<file path="config.mk">
export PLATFORM = sky130hd
export DESIGN_NAME = mfb_seq
export DESIGN_NICKNAME = d
export VERILOG_FILES = /design/src/sv/mfb_pkg.sv /design/src/sv/mfb_seq.sv
export SDC_FILE = /design/constraint.sdc
export NUM_CORES = 1
export LEC_CHECK = 0
export ABC_AREA = 1
export BUFFER_PORTS_ARGS = -buffer_cell sky130_fd_sc_hd__clkbuf_2
export CAP_MARGIN = 20
export CORE_ASPECT_RATIO = 1.2
export CORE_MARGIN = 3
export CORE_UTILIZATION = 54
export CTS_CLUSTER_SIZE = 14
export DETAILED_ROUTE_END_ITERATION = 12
export GPL_TIMING_DRIVEN = 0
export PLACE_DENSITY = 0.75
export SLEW_MARGIN = 20
export SYNTH_ARGS = -nofsm -noshare
export SYNTH_HDL_FRONTEND = slang
export SYNTH_SLANG_ARGS = --single-unit
</file>
<file path="constraint.sdc">
create_clock -name clk -period 4.7 [get_ports clk]
set_clock_uncertainty 0.2 [all_clocks]
set_input_delay 0.47 -clock clk [delete_from_list [all_inputs] [get_ports clk]]
set_output_delay 0.47 -clock clk [all_outputs]
set_load 0.02 [all_outputs]
</file>
<file path="src/sv/mfb_pkg.sv">
// Shared definitions for the monochrome frame buffer drawing engine.
// Holds action and color codes, size defaults, the access request word and the pixel update.
// Depends on nothing.
`default_nettype none
package mfb_pkg;

	localparam int DEF_SCREEN_WIDTH  = 128;
	localparam int DEF_SCREEN_HEIGHT = 64;

	localparam logic [2:0] ACT_PIXEL = 3'd0;
	localparam logic [2:0] ACT_HLINE = 3'd1;
	localparam logic [2:0] ACT_VLINE = 3'd2;
	localparam logic [2:0] ACT_CLEAR = 3'd3;
	localparam logic [2:0] ACT_READ  = 3'd4;

	localparam logic [1:0] COLOR_BLACK  = 2'd0;
	localparam logic [1:0] COLOR_WHITE  = 2'd1;
	localparam logic [1:0] COLOR_INVERT = 2'd2;

	localparam logic [7:0] MASK_ALL = 8'hFF;

	typedef struct packed {
		logic       clr;
		logic       rmw;
		logic       rd;
		logic       oob;
		logic       fin;
		logic [7:0] mask;
		logic [1:0] color;
	} req_t;

	function automatic logic [7:0] paint(input logic [7:0] data, input logic [7:0] mask,
		input logic [1:0] color);
		logic [7:0] res;
		case (color)
			COLOR_BLACK:  res = data & ~mask;
			COLOR_WHITE:  res = data | mask;
			COLOR_INVERT: res = data ^ mask;
			default:      res = data;
		endcase
		return res;
	endfunction

endpackage
`default_nettype wire

</file>
<file path="src/sv/mfb_seq.sv">
// Command sequencer: clips each drawing command and walks the store bytes it touches.
// Issues one store access per cycle to the top level while it walks a command's bytes; depends on mfb_pkg.
`default_nettype none
module mfb_seq #(
	parameter int SCREEN_WIDTH  = mfb_pkg::DEF_SCREEN_WIDTH,
	parameter int SCREEN_HEIGHT = mfb_pkg::DEF_SCREEN_HEIGHT,
	localparam int PAGE_COUNT  = (SCREEN_HEIGHT + 7) / 8,
	localparam int STORE_BYTES = SCREEN_WIDTH * PAGE_COUNT,
	localparam int AW = $clog2(STORE_BYTES)
) (
	input  wire logic               clk,
	input  wire logic               arst_n,
	input  wire logic               accept,
	input  wire logic        [2:0]  action,
	input  wire logic signed [15:0] x,
	input  wire logic signed [15:0] y,
	input  wire logic signed [15:0] length,
	input  wire logic        [1:0]  color,
	input  wire logic        [9:0]  byte_index,
	output logic                    active,
	output mfb_pkg::req_t           req,
	output logic             [AW-1:0] req_addr
);
	import mfb_pkg::*;

	localparam int PW = (PAGE_COUNT > 1) ? $clog2(PAGE_COUNT) : 1;
	localparam int XW = $clog2(SCREEN_WIDTH);
	localparam int CW = $clog2(SCREEN_WIDTH + 1);
	localparam logic signed [17:0] WS = 18'(SCREEN_WIDTH);
	localparam logic signed [17:0] HS = 18'(SCREEN_HEIGHT);

	typedef enum logic [5:0] {
		S_IDLE  = 6'b000001,
		S_SETUP = 6'b000010,
		S_HWALK = 6'b000100,
		S_VWALK = 6'b001000,
		S_CLEAR = 6'b010000,
		S_READ  = 6'b100000
	} state_t;

	state_t state_q;
	logic report_q;
	logic [AW-1:0] addr_q;

	logic        [2:0]  act_q;
	logic signed [15:0] x_q;
	logic signed [15:0] y_q;
	logic signed [15:0] len_q;
	logic        [1:0]  color_q;
	logic        [9:0]  bidx_q;
	logic [CW-1:0] cnt_q;
	logic [PW-1:0] pg_q;
	logic [PW-1:0] ep_q;
	logic          first_q;
	logic          oob_q;
	logic [7:0]    mask_lo_q;
	logic [7:0]    mask_hi_q;

	logic signed [17:0] len_eff, h_sx, h_ex_raw, h_ex, h_cnt;
	logic signed [17:0] v_sy, v_ey_raw, v_ey, v_eym1;
	logic y_ok, x_ok, h_draw, v_draw, v_last, oob;
	logic [AW-1:0] h_addr, v_addr;

	always_comb begin
		len_eff  = (act_q == ACT_PIXEL) ? 18'sd1 : 18'(len_q);
		y_ok     = !y_q[15] && (18'(y_q) < HS);
		x_ok     = !x_q[15] && (18'(x_q) < WS);
		h_sx     = x_q[15] ? 18'sd0 : 18'(x_q);
		h_ex_raw = 18'(x_q) + len_eff;
		h_ex     = (h_ex_raw > WS) ? WS : h_ex_raw;
		h_draw   = y_ok && (h_ex > h_sx);
		h_cnt    = h_ex - h_sx;
		v_sy     = y_q[15] ? 18'sd0 : 18'(y_q);
		v_ey_raw = 18'(y_q) + 18'(len_q);
		v_ey     = (v_ey_raw > HS) ? HS : v_ey_raw;
		v_draw   = x_ok && (v_ey > v_sy);
		v_eym1   = v_ey - 18'sd1;
		h_addr   = AW'(int'(y_q[PW+2:3]) * SCREEN_WIDTH + int'(h_sx[XW-1:0]));
		v_addr   = AW'(int'(v_sy[PW+2:3]) * SCREEN_WIDTH + int'(x_q[XW-1:0]));
		oob      = int'(bidx_q) >= STORE_BYTES;
		v_last   = (pg_q == ep_q);
	end

	assign active = (state_q != S_IDLE);

	always_comb begin
		req       = '0;
		req.color = color_q;
		req_addr  = addr_q;
		case (state_q)
			S_SETUP: begin
				case (act_q)
					ACT_PIXEL, ACT_HLINE: req.fin = !h_draw;
					ACT_VLINE:            req.fin = !v_draw;
					ACT_CLEAR, ACT_READ:  req.fin = 1'b0;
					default:              req.fin = 1'b1;
				endcase
			end
			S_HWALK: begin
				req.rmw  = 1'b1;
				req.mask = mask_lo_q;
				req.fin  = (cnt_q == CW'(1));
			end
			S_VWALK: begin
				req.rmw  = 1'b1;
				req.mask = (first_q ? mask_lo_q : MASK_ALL) & (v_last ? mask_hi_q : MASK_ALL);
				req.fin  = v_last;
			end
			S_CLEAR: begin
				req.clr = 1'b1;
				req.fin = report_q && (addr_q == AW'(STORE_BYTES - 1));
			end
			S_READ: begin
				req.rd  = 1'b1;
				req.oob = oob_q;
				req.fin = 1'b1;
			end
			default: ;
		endcase
	end

	always_ff @(posedge clk or negedge arst_n) begin
		if (!arst_n) begin
			state_q  <= S_CLEAR;
			report_q <= 1'b0;
			addr_q   <= '0;
		end else begin
			case (state_q)
				S_IDLE: begin
					if (accept) begin
						state_q <= S_SETUP;
					end
				end
				S_SETUP: begin
					case (act_q)
						ACT_PIXEL, ACT_HLINE: begin
							addr_q  <= h_addr;
							state_q <= h_draw ? S_HWALK : S_IDLE;
						end
						ACT_VLINE: begin
							addr_q  <= v_addr;
							state_q <= v_draw ? S_VWALK : S_IDLE;
						end
						ACT_CLEAR: begin
							addr_q   <= '0;
							report_q <= 1'b1;
							state_q  <= S_CLEAR;
						end
						ACT_READ: begin
							addr_q  <= AW'(bidx_q);
							state_q <= S_READ;
						end
						default: state_q <= S_IDLE;
					endcase
				end
				S_HWALK: begin
					addr_q <= addr_q + AW'(1);
					if (cnt_q == CW'(1)) begin
						state_q <= S_IDLE;
					end
				end
				S_VWALK: begin
					addr_q <= addr_q + AW'(SCREEN_WIDTH);
					if (v_last) begin
						state_q <= S_IDLE;
					end
				end
				S_CLEAR: begin
					addr_q <= addr_q + AW'(1);
					if (addr_q == AW'(STORE_BYTES - 1)) begin
						state_q <= S_IDLE;
					end
				end
				S_READ: state_q <= S_IDLE;
				default: state_q <= S_IDLE;
			endcase
		end
	end

	always_ff @(posedge clk) begin
		if (accept) begin
			act_q   <= action;
			x_q     <= x;
			y_q     <= y;
			len_q   <= length;
			color_q <= color;
			bidx_q  <= byte_index;
		end
		case (state_q)
			S_SETUP: begin
				cnt_q   <= h_cnt[CW-1:0];
				first_q <= 1'b1;
				oob_q   <= oob;
				if (act_q == ACT_VLINE) begin
					pg_q      <= v_sy[PW+2:3];
					ep_q      <= v_eym1[PW+2:3];
					mask_lo_q <= MASK_ALL << v_sy[2:0];
					mask_hi_q <= MASK_ALL >> (3'd7 - v_eym1[2:0]);
				end else begin
					mask_lo_q <= 8'(1) << y_q[2:0];
					mask_hi_q <= MASK_ALL;
				end
			end
			S_HWALK: cnt_q <= cnt_q - CW'(1);
			S_VWALK: begin
				pg_q    <= pg_q + PW'(1);
				first_q <= 1'b0;
			end
			default: ;
		endcase
	end

endmodule
`default_nettype wire

</file>
# ---- Word level (Yosys, flattened, before mapping)
# Index checks and enable logic that the tools add are counted.
dict set report word_totals {
  register_bits 111
  in_bits 66
  out_inout_bits 26
}
dict set report classes {
  addsub 11
  order_cmp 6
  n_eq_ne 20
  shifts 3
  muxes 28
  n_bitwise 1
  n_reduce_logical 22
}
# op n
set op_table {}
lappend op_table {{$mux W18} 3}
lappend op_table {{$pmux W10 S4} 1}
lappend op_table {{$gt A18 B16 Y1} 2}
lappend op_table {{$pmux W8 S2} 2}
lappend op_table {{$mux W15} 2}
lappend op_table {{$pmux W10 S3} 1}
lappend op_table {{$pmux W6 S5} 1}
lappend op_table {{$mux W6} 4}
lappend op_table {{$mux W8} 3}
lappend op_table {{$pmux W6 S4} 1}
lappend op_table {{$add A10 B7 Y10} 2}
lappend op_table {{$add A16 B18 Y18} 1}
lappend op_table {{$gt A18 B9 Y1 const B} 1}
lappend op_table {{$add A16 B16 Y17} 1}
lappend op_table {{$gt A17 B8 Y1 const B} 1}
lappend op_table {{$lt A16 B8 Y1 const B} 1}
lappend op_table {{$lt A16 B9 Y1 const B} 1}
lappend op_table {{$add A10 B1 Y10 const B} 1}
lappend op_table {{$add A10 B8 Y10 const B} 1}
lappend op_table {{$eq A10 B10 Y1 const B} 1}
lappend op_table {{$ne A2 B2 Y1 const B} 5}
lappend op_table {{$and A8 B8 Y8} 1}
lappend op_table {{$eq A8 B1 Y1 const B} 1}
lappend op_table {{$reduce_and A2 Y1} 4}
lappend op_table {{other kinds (35)} 49}

# ---- Depth between registers and ports, before layout
dict set report logic_depth {
  ltp_word 10
  depth_mapped 44
  ltp_nobuf 42
}

# ---- Worst setup path before layout
# Ideal clock, no wire load.
dict set report synth_path {
  path_type {reg-to-output}
  start {register act_q[1]}
  end {output req[10] (netlist bit)}
  t_arrival_ps 4439
  t_required_ps 4030
  path_slack_ps -409
  stages_incl_launch_ff 44
  n_path_buf 1
  path_cell_list {edfxtp_1 > nor2_1 > inv_1 > nor2_1 > or2_2 > ha_1 > inv_1 > fa_1 > nand3b_1 > nand2_1 > nand2_1 > nand2_2 > nand2_1 > nand2_2 > nand2_2 > inv_2 > nand2_1 > nand2_1 > (+8 left out) > ha_1 > fa_1 > inv_1 > nand2_1 > nand3_1 > nand2_1 > nand2_1 > nand2_1 > nand2_1 > nand2_1 > nand2_1 > nand2_1 > nand2_1 > nand2_1 > nand2_1 > nand2_1 > nand2_1 > nand4_1}
}
# element line_no
set synth_rtl {}
lappend synth_rtl {{from (decl)} mfb_seq.sv:45} ;# logic [2:0] act_q;
lappend synth_rtl {{from (signal assigned)} mfb_seq.sv:182} ;# act_q <= action;
lappend synth_rtl {{to (decl)} mfb_seq.sv:21} ;# output mfb_pkg::req_t req,

# ---- Final worst setup path
dict set report layout_path {
  start {register act_q[2]}
  end {register cnt_q[6] (data pin)}
}
dict set report layout_via {
  elab_chain_cells 7
}
# element line_no
set layout_lines {}
lappend layout_lines {{$logic_not A3 Y1 *} mfb_seq.sv:65} ;# len_eff = (act_q == ACT_PIXEL) ? 18'sd1 : 18'(len_q);
lappend layout_lines {{$mux W18 *} mfb_seq.sv:65}
lappend layout_lines {{$add A16 B18 Y18 *} mfb_seq.sv:69} ;# h_ex_raw = 18'(x_q) + len_eff;
lappend layout_lines {{$gt A18 B9 Y1} mfb_seq.sv:70} ;# h_ex = (h_ex_raw > WS) ? WS : h_ex_raw;
lappend layout_lines {{$mux W18 *} mfb_seq.sv:70}
lappend layout_lines {{$sub A8 B8 Y8 *} mfb_seq.sv:72} ;# h_cnt = h_ex - h_sx;
lappend layout_lines {{$pmux W8 S2 *} mfb_seq.sv:189} ;# case (state_q)
lappend layout_lines {{to (signal assigned)} mfb_seq.sv:191} ;# cnt_q <= h_cnt[CW-1:0];
lappend layout_lines {{to (signal assigned)} mfb_seq.sv:204} ;# S_HWALK: cnt_q <= cnt_q - CW'(1);
lappend layout_lines {{to (decl)} mfb_seq.sv:51} ;# logic [CW-1:0] cnt_q;
# Mark *: on every way between the ends. The rest lies on a longest branch, timed or not.
# A chain may end at the register's enable or synchronous reset.

==> results.md <==
* Endpoints failing hold at 0
* Violated checks: setup timing
* Post-synthesis sequential area ratio at roughly two fifths
* DR iter-0 viols at between 600 and 700
* WL/cell at about 16 um
* Nets at around 1,300
* Comb pwr share at between 40 and 50%
* R2R depth at 45
* Worst min-delay path category: in -> reg
* CTS Buffer Depth at 2
* Register bit total from synthesis at 110
* Syn_nets at 1,137
* CTS Root Cell: clkbuf_16
* Overall Global Routing Usage at about a quarter
* Syn Area/Cell at between 7 and 8 um^2
* # diodes at 0
* Flop pwr share at 35.6%
* Period utilization at 121.8%
* Status: complete, but fails checks
* Clock Power Share at roughly a fifth
* Post-DRT Antenna Nets at 0
* Post-Syn Instances at 998
* Setup TNS after final layout at -3.097 ns
* Area delta synth->final at 20.52%
* Hold path cells at 1
* Crit Path Class: reg -> reg
* WHS Endpoint: len_q[11]
* Total core area at 14,410 um^2
* Die height at approximately 140 um
* Critical path capture point type: flip-flop
* CP delay by family, top: simple AND/OR/NAND/NOR gates
* Num CTS Buffers at 9
* Vias in the first global route at approximately 6,800
* Fill cells at between 1,000 and 1,500
* Crit path from: act_q[2]
* Worst-Skew Late Latency at 0.37 ns
* Maximum vdd drop at between 0.2 and 0.25 mV
* Synth unique cells at 52
* Area occupied by registers at about 3200 um^2
* Buf+Inv Stages, Crit Path at 17
* Area of the multi-input gates at 4417 um^2
* PwrDens at 397.7 nW/um^2
* Top Ports at approximately 90
* H-tree depth at 3
* Post-synthesis cell area at 7970 um^2
* Area after DPL at a little under 9000 um^2
* Grt ovf at 0
* HP Start: length[11]
* Worst-path clk slew at 0.08 ns
* Final instance area at 9605 um^2
* Leak pwr at 0.004598 uW
* RSZ-0062 raised after global routing: true
* Setup violations, final at 6
* DRT Pass-1 Iters at 5
* Vias per Instance at 5.508
* Share of cells above drive strength 1 at between 20% and 30%
* Placer Congestion at 0.9077
* Ys flop type: edfxtp_1
* Cell mode on critical path: nand2_2
* First-pass GRT wire length at between 30 and 40 mm
* Vias at 7,292
* Switching share of total power at around 39%
* PnR worst setup slack at -1.024 ns
* Largest net degree at the start of global routing at 54
* Critical-path top delay cell: edfxtp_1
* Initial antenna violation count at 0
* Pint at between 2000 and 2500 uW
* Die W at about 120 um
* RR Startpoint: act_q[2]
* Post-synth EDFFs at 93
* Slew headroom at a little over half
* R2R setup slack at -1.02 ns
* Arr. time, crit path at 5.64 ns
* Max Slew Vio Count at 0
* Port-buffer cells at 90
* Detailed placement HPWL at between 15 and 20 mm
* Sink Count at 110
* Startpoint Class: flip-flop
* Async S/R FF share, synth at around 15%
* Crit-path max cell delay at 0.42 ns
* DRC Markers at 0
* Worst-margin pin slew at about 0.7 ns
* Crit path time final at about 5.7 ns
* Max Cap Viol at 0
* Fmax at approximately 170 MHz
* Post-Route WL at approximately 21 mm
* CP max FO at 6
* Worst R2R End: cnt_q[6]
* Ys Warns at 0
* Worst path required time at ~4.6 ns
* Sw Pwr at around 1500 uW
* CTS tree: built
* DIE AREA at between 15,000 and 20,000 um^2
* FP Rows at 48
* Initial Util at between 50% and 60%
## logic make-up after synthesis
kind of cell    after synthesis  synth area share (%)
fa+ha+maj                    73                 11.74
compound gates              156                 12.21
buf+inv                     155                 7.598
mux                           1                0.1256
simple gates                479                 25.35
xor+xnor                     23                 2.527
flops                       110                 40.39
other cells                   1               0.04705
## flip-flops by register name, summed over array words and instances (netlist names)
name,count
act_q,3
bidx_q,10
cnt_q,8
color_q,2
ep_q,3
first_q,1
len_q,16
mask_hi_q,7
mask_lo_q,8
pg_q,3
report_q,1
req_addr,10
state_q,6
x_q,16
y_q,16
## per-layer routing
layer / GRT usage, % / share of wire, % / up-vias
li1: - / - / 3642
met1: 32.02 / 41 / 3366
met5: 0 / 0 / -
met4: 10.87 / 3.7 / 0
met2: 42.49 / 50 / 233
met3: 3.492 / 5.0 / 51
## layout by cell type, fill, tap and decap left out, types with 6 or more instances in the layout
cell type / instances
nand2_1: 253
a31oi_1: 6
nor3_1: 8
nand4_1: 17
o21bai_1: 6
ha_1: 63
clkbuf_1: 8
inv_2: 9
buf_4: 39
nor2_1: 97
nand3_1: 50
o21ai_0: 41
edfxtp_1: 93
ha_4: 7
xnor2_1: 8
clkbuf_16: 9
o22ai_1: 11
clkbuf_2: 88
a21oi_1: 43
nand2_2: 26
xor2_1: 11
dfrtp_1: 16
inv_1: 133
a21oi_2: 10
buf_6: 7
## power groups by stage
stage               logic (uW)  clock network [uW]  registers, uW
floorplan                 1010                   0           1380
global placement          1350                   0           1370
detailed placement        1380                   0           1380
CTS                       1520                 763           1360
global route              1910                 799           1380
finish                    1700                 758           1360
## cell type report
type                    instances  share of cell area (%)
flip-flops and latches        110                   33.52
multi-input cells             733                   45.98
plain buffers                  13                  0.9248
well taps                     175                   2.280
clock buffers                  11                   2.527
inverters                     142                   5.549
clock inverters                 5                  0.4299
repair buffers                135                   8.792
## repair_timing
item / CTS / global route
endpoints found under the setup margin: 5 / 6
hold endpoints to repair: 16 / 0
pin swaps: 14 / 26
resized for setup: 28 / 37
hold buffers: 1 / 0
cloned: 0 / 0
setup buffers: 24 / 19
## cell usage after synthesis (12+ instances only)
cell | instances | area (um^2)
nor2_1 | 99 | 371.6
nand4_1 | 17 | 106.4
nand2_1 | 274 | 1028
xor2_1 | 13 | 113.9
a21oi_1 | 45 | 225.2
o21ai_0 | 41 | 205.2
edfxtp_1 | 93 | 2793
ha_1 | 70 | 875.8
nand3_1 | 53 | 265.3
o22ai_1 | 12 | 75.07
inv_1 | 135 | 506.7
dfrtp_1 | 16 | 400.4
## worst register-to-register path: cells and delay by family, from the launching register on
kind / cells / cell delay, ns
compound gates: 1 / 0.08
fa+ha+maj: 4 / 0.97
simple gates: 23 / 1.94
buf+inv: 17 / 1.88
flops: 1 / 0.42
## metrics by stage
step | utilization, % | hold slack [ns] | cells | setup WS (ns) | power (uW)
floorplan | - | -0.02559 | 998 | -0.1912 | 2389
global placement | 60.03 | 0.2277 | 1263 | -0.9339 | 2721
global route | 66.64 | 0.07014 | 1324 | -1.272 | 4085
finish | 66.64 | 0.07333 | 1324 | -1.024 | 3820
CTS | 64.45 | 0.06912 | 1306 | -0.9652 | 3641
detailed placement | 60.38 | 0.2257 | 1265 | -0.9161 | 2762
## worst max path at each step
stage,cells past startpoint,end
2_1_floorplan,43,req[10]
3_3_place_gp,38,req[10]
3_5_place_dp,38,req[10]
4_1_cts,44,req[10]
5_1_grt,38,req[10]
6_report,45,cnt_q[6]
Power figures use the tool's default switching activity.
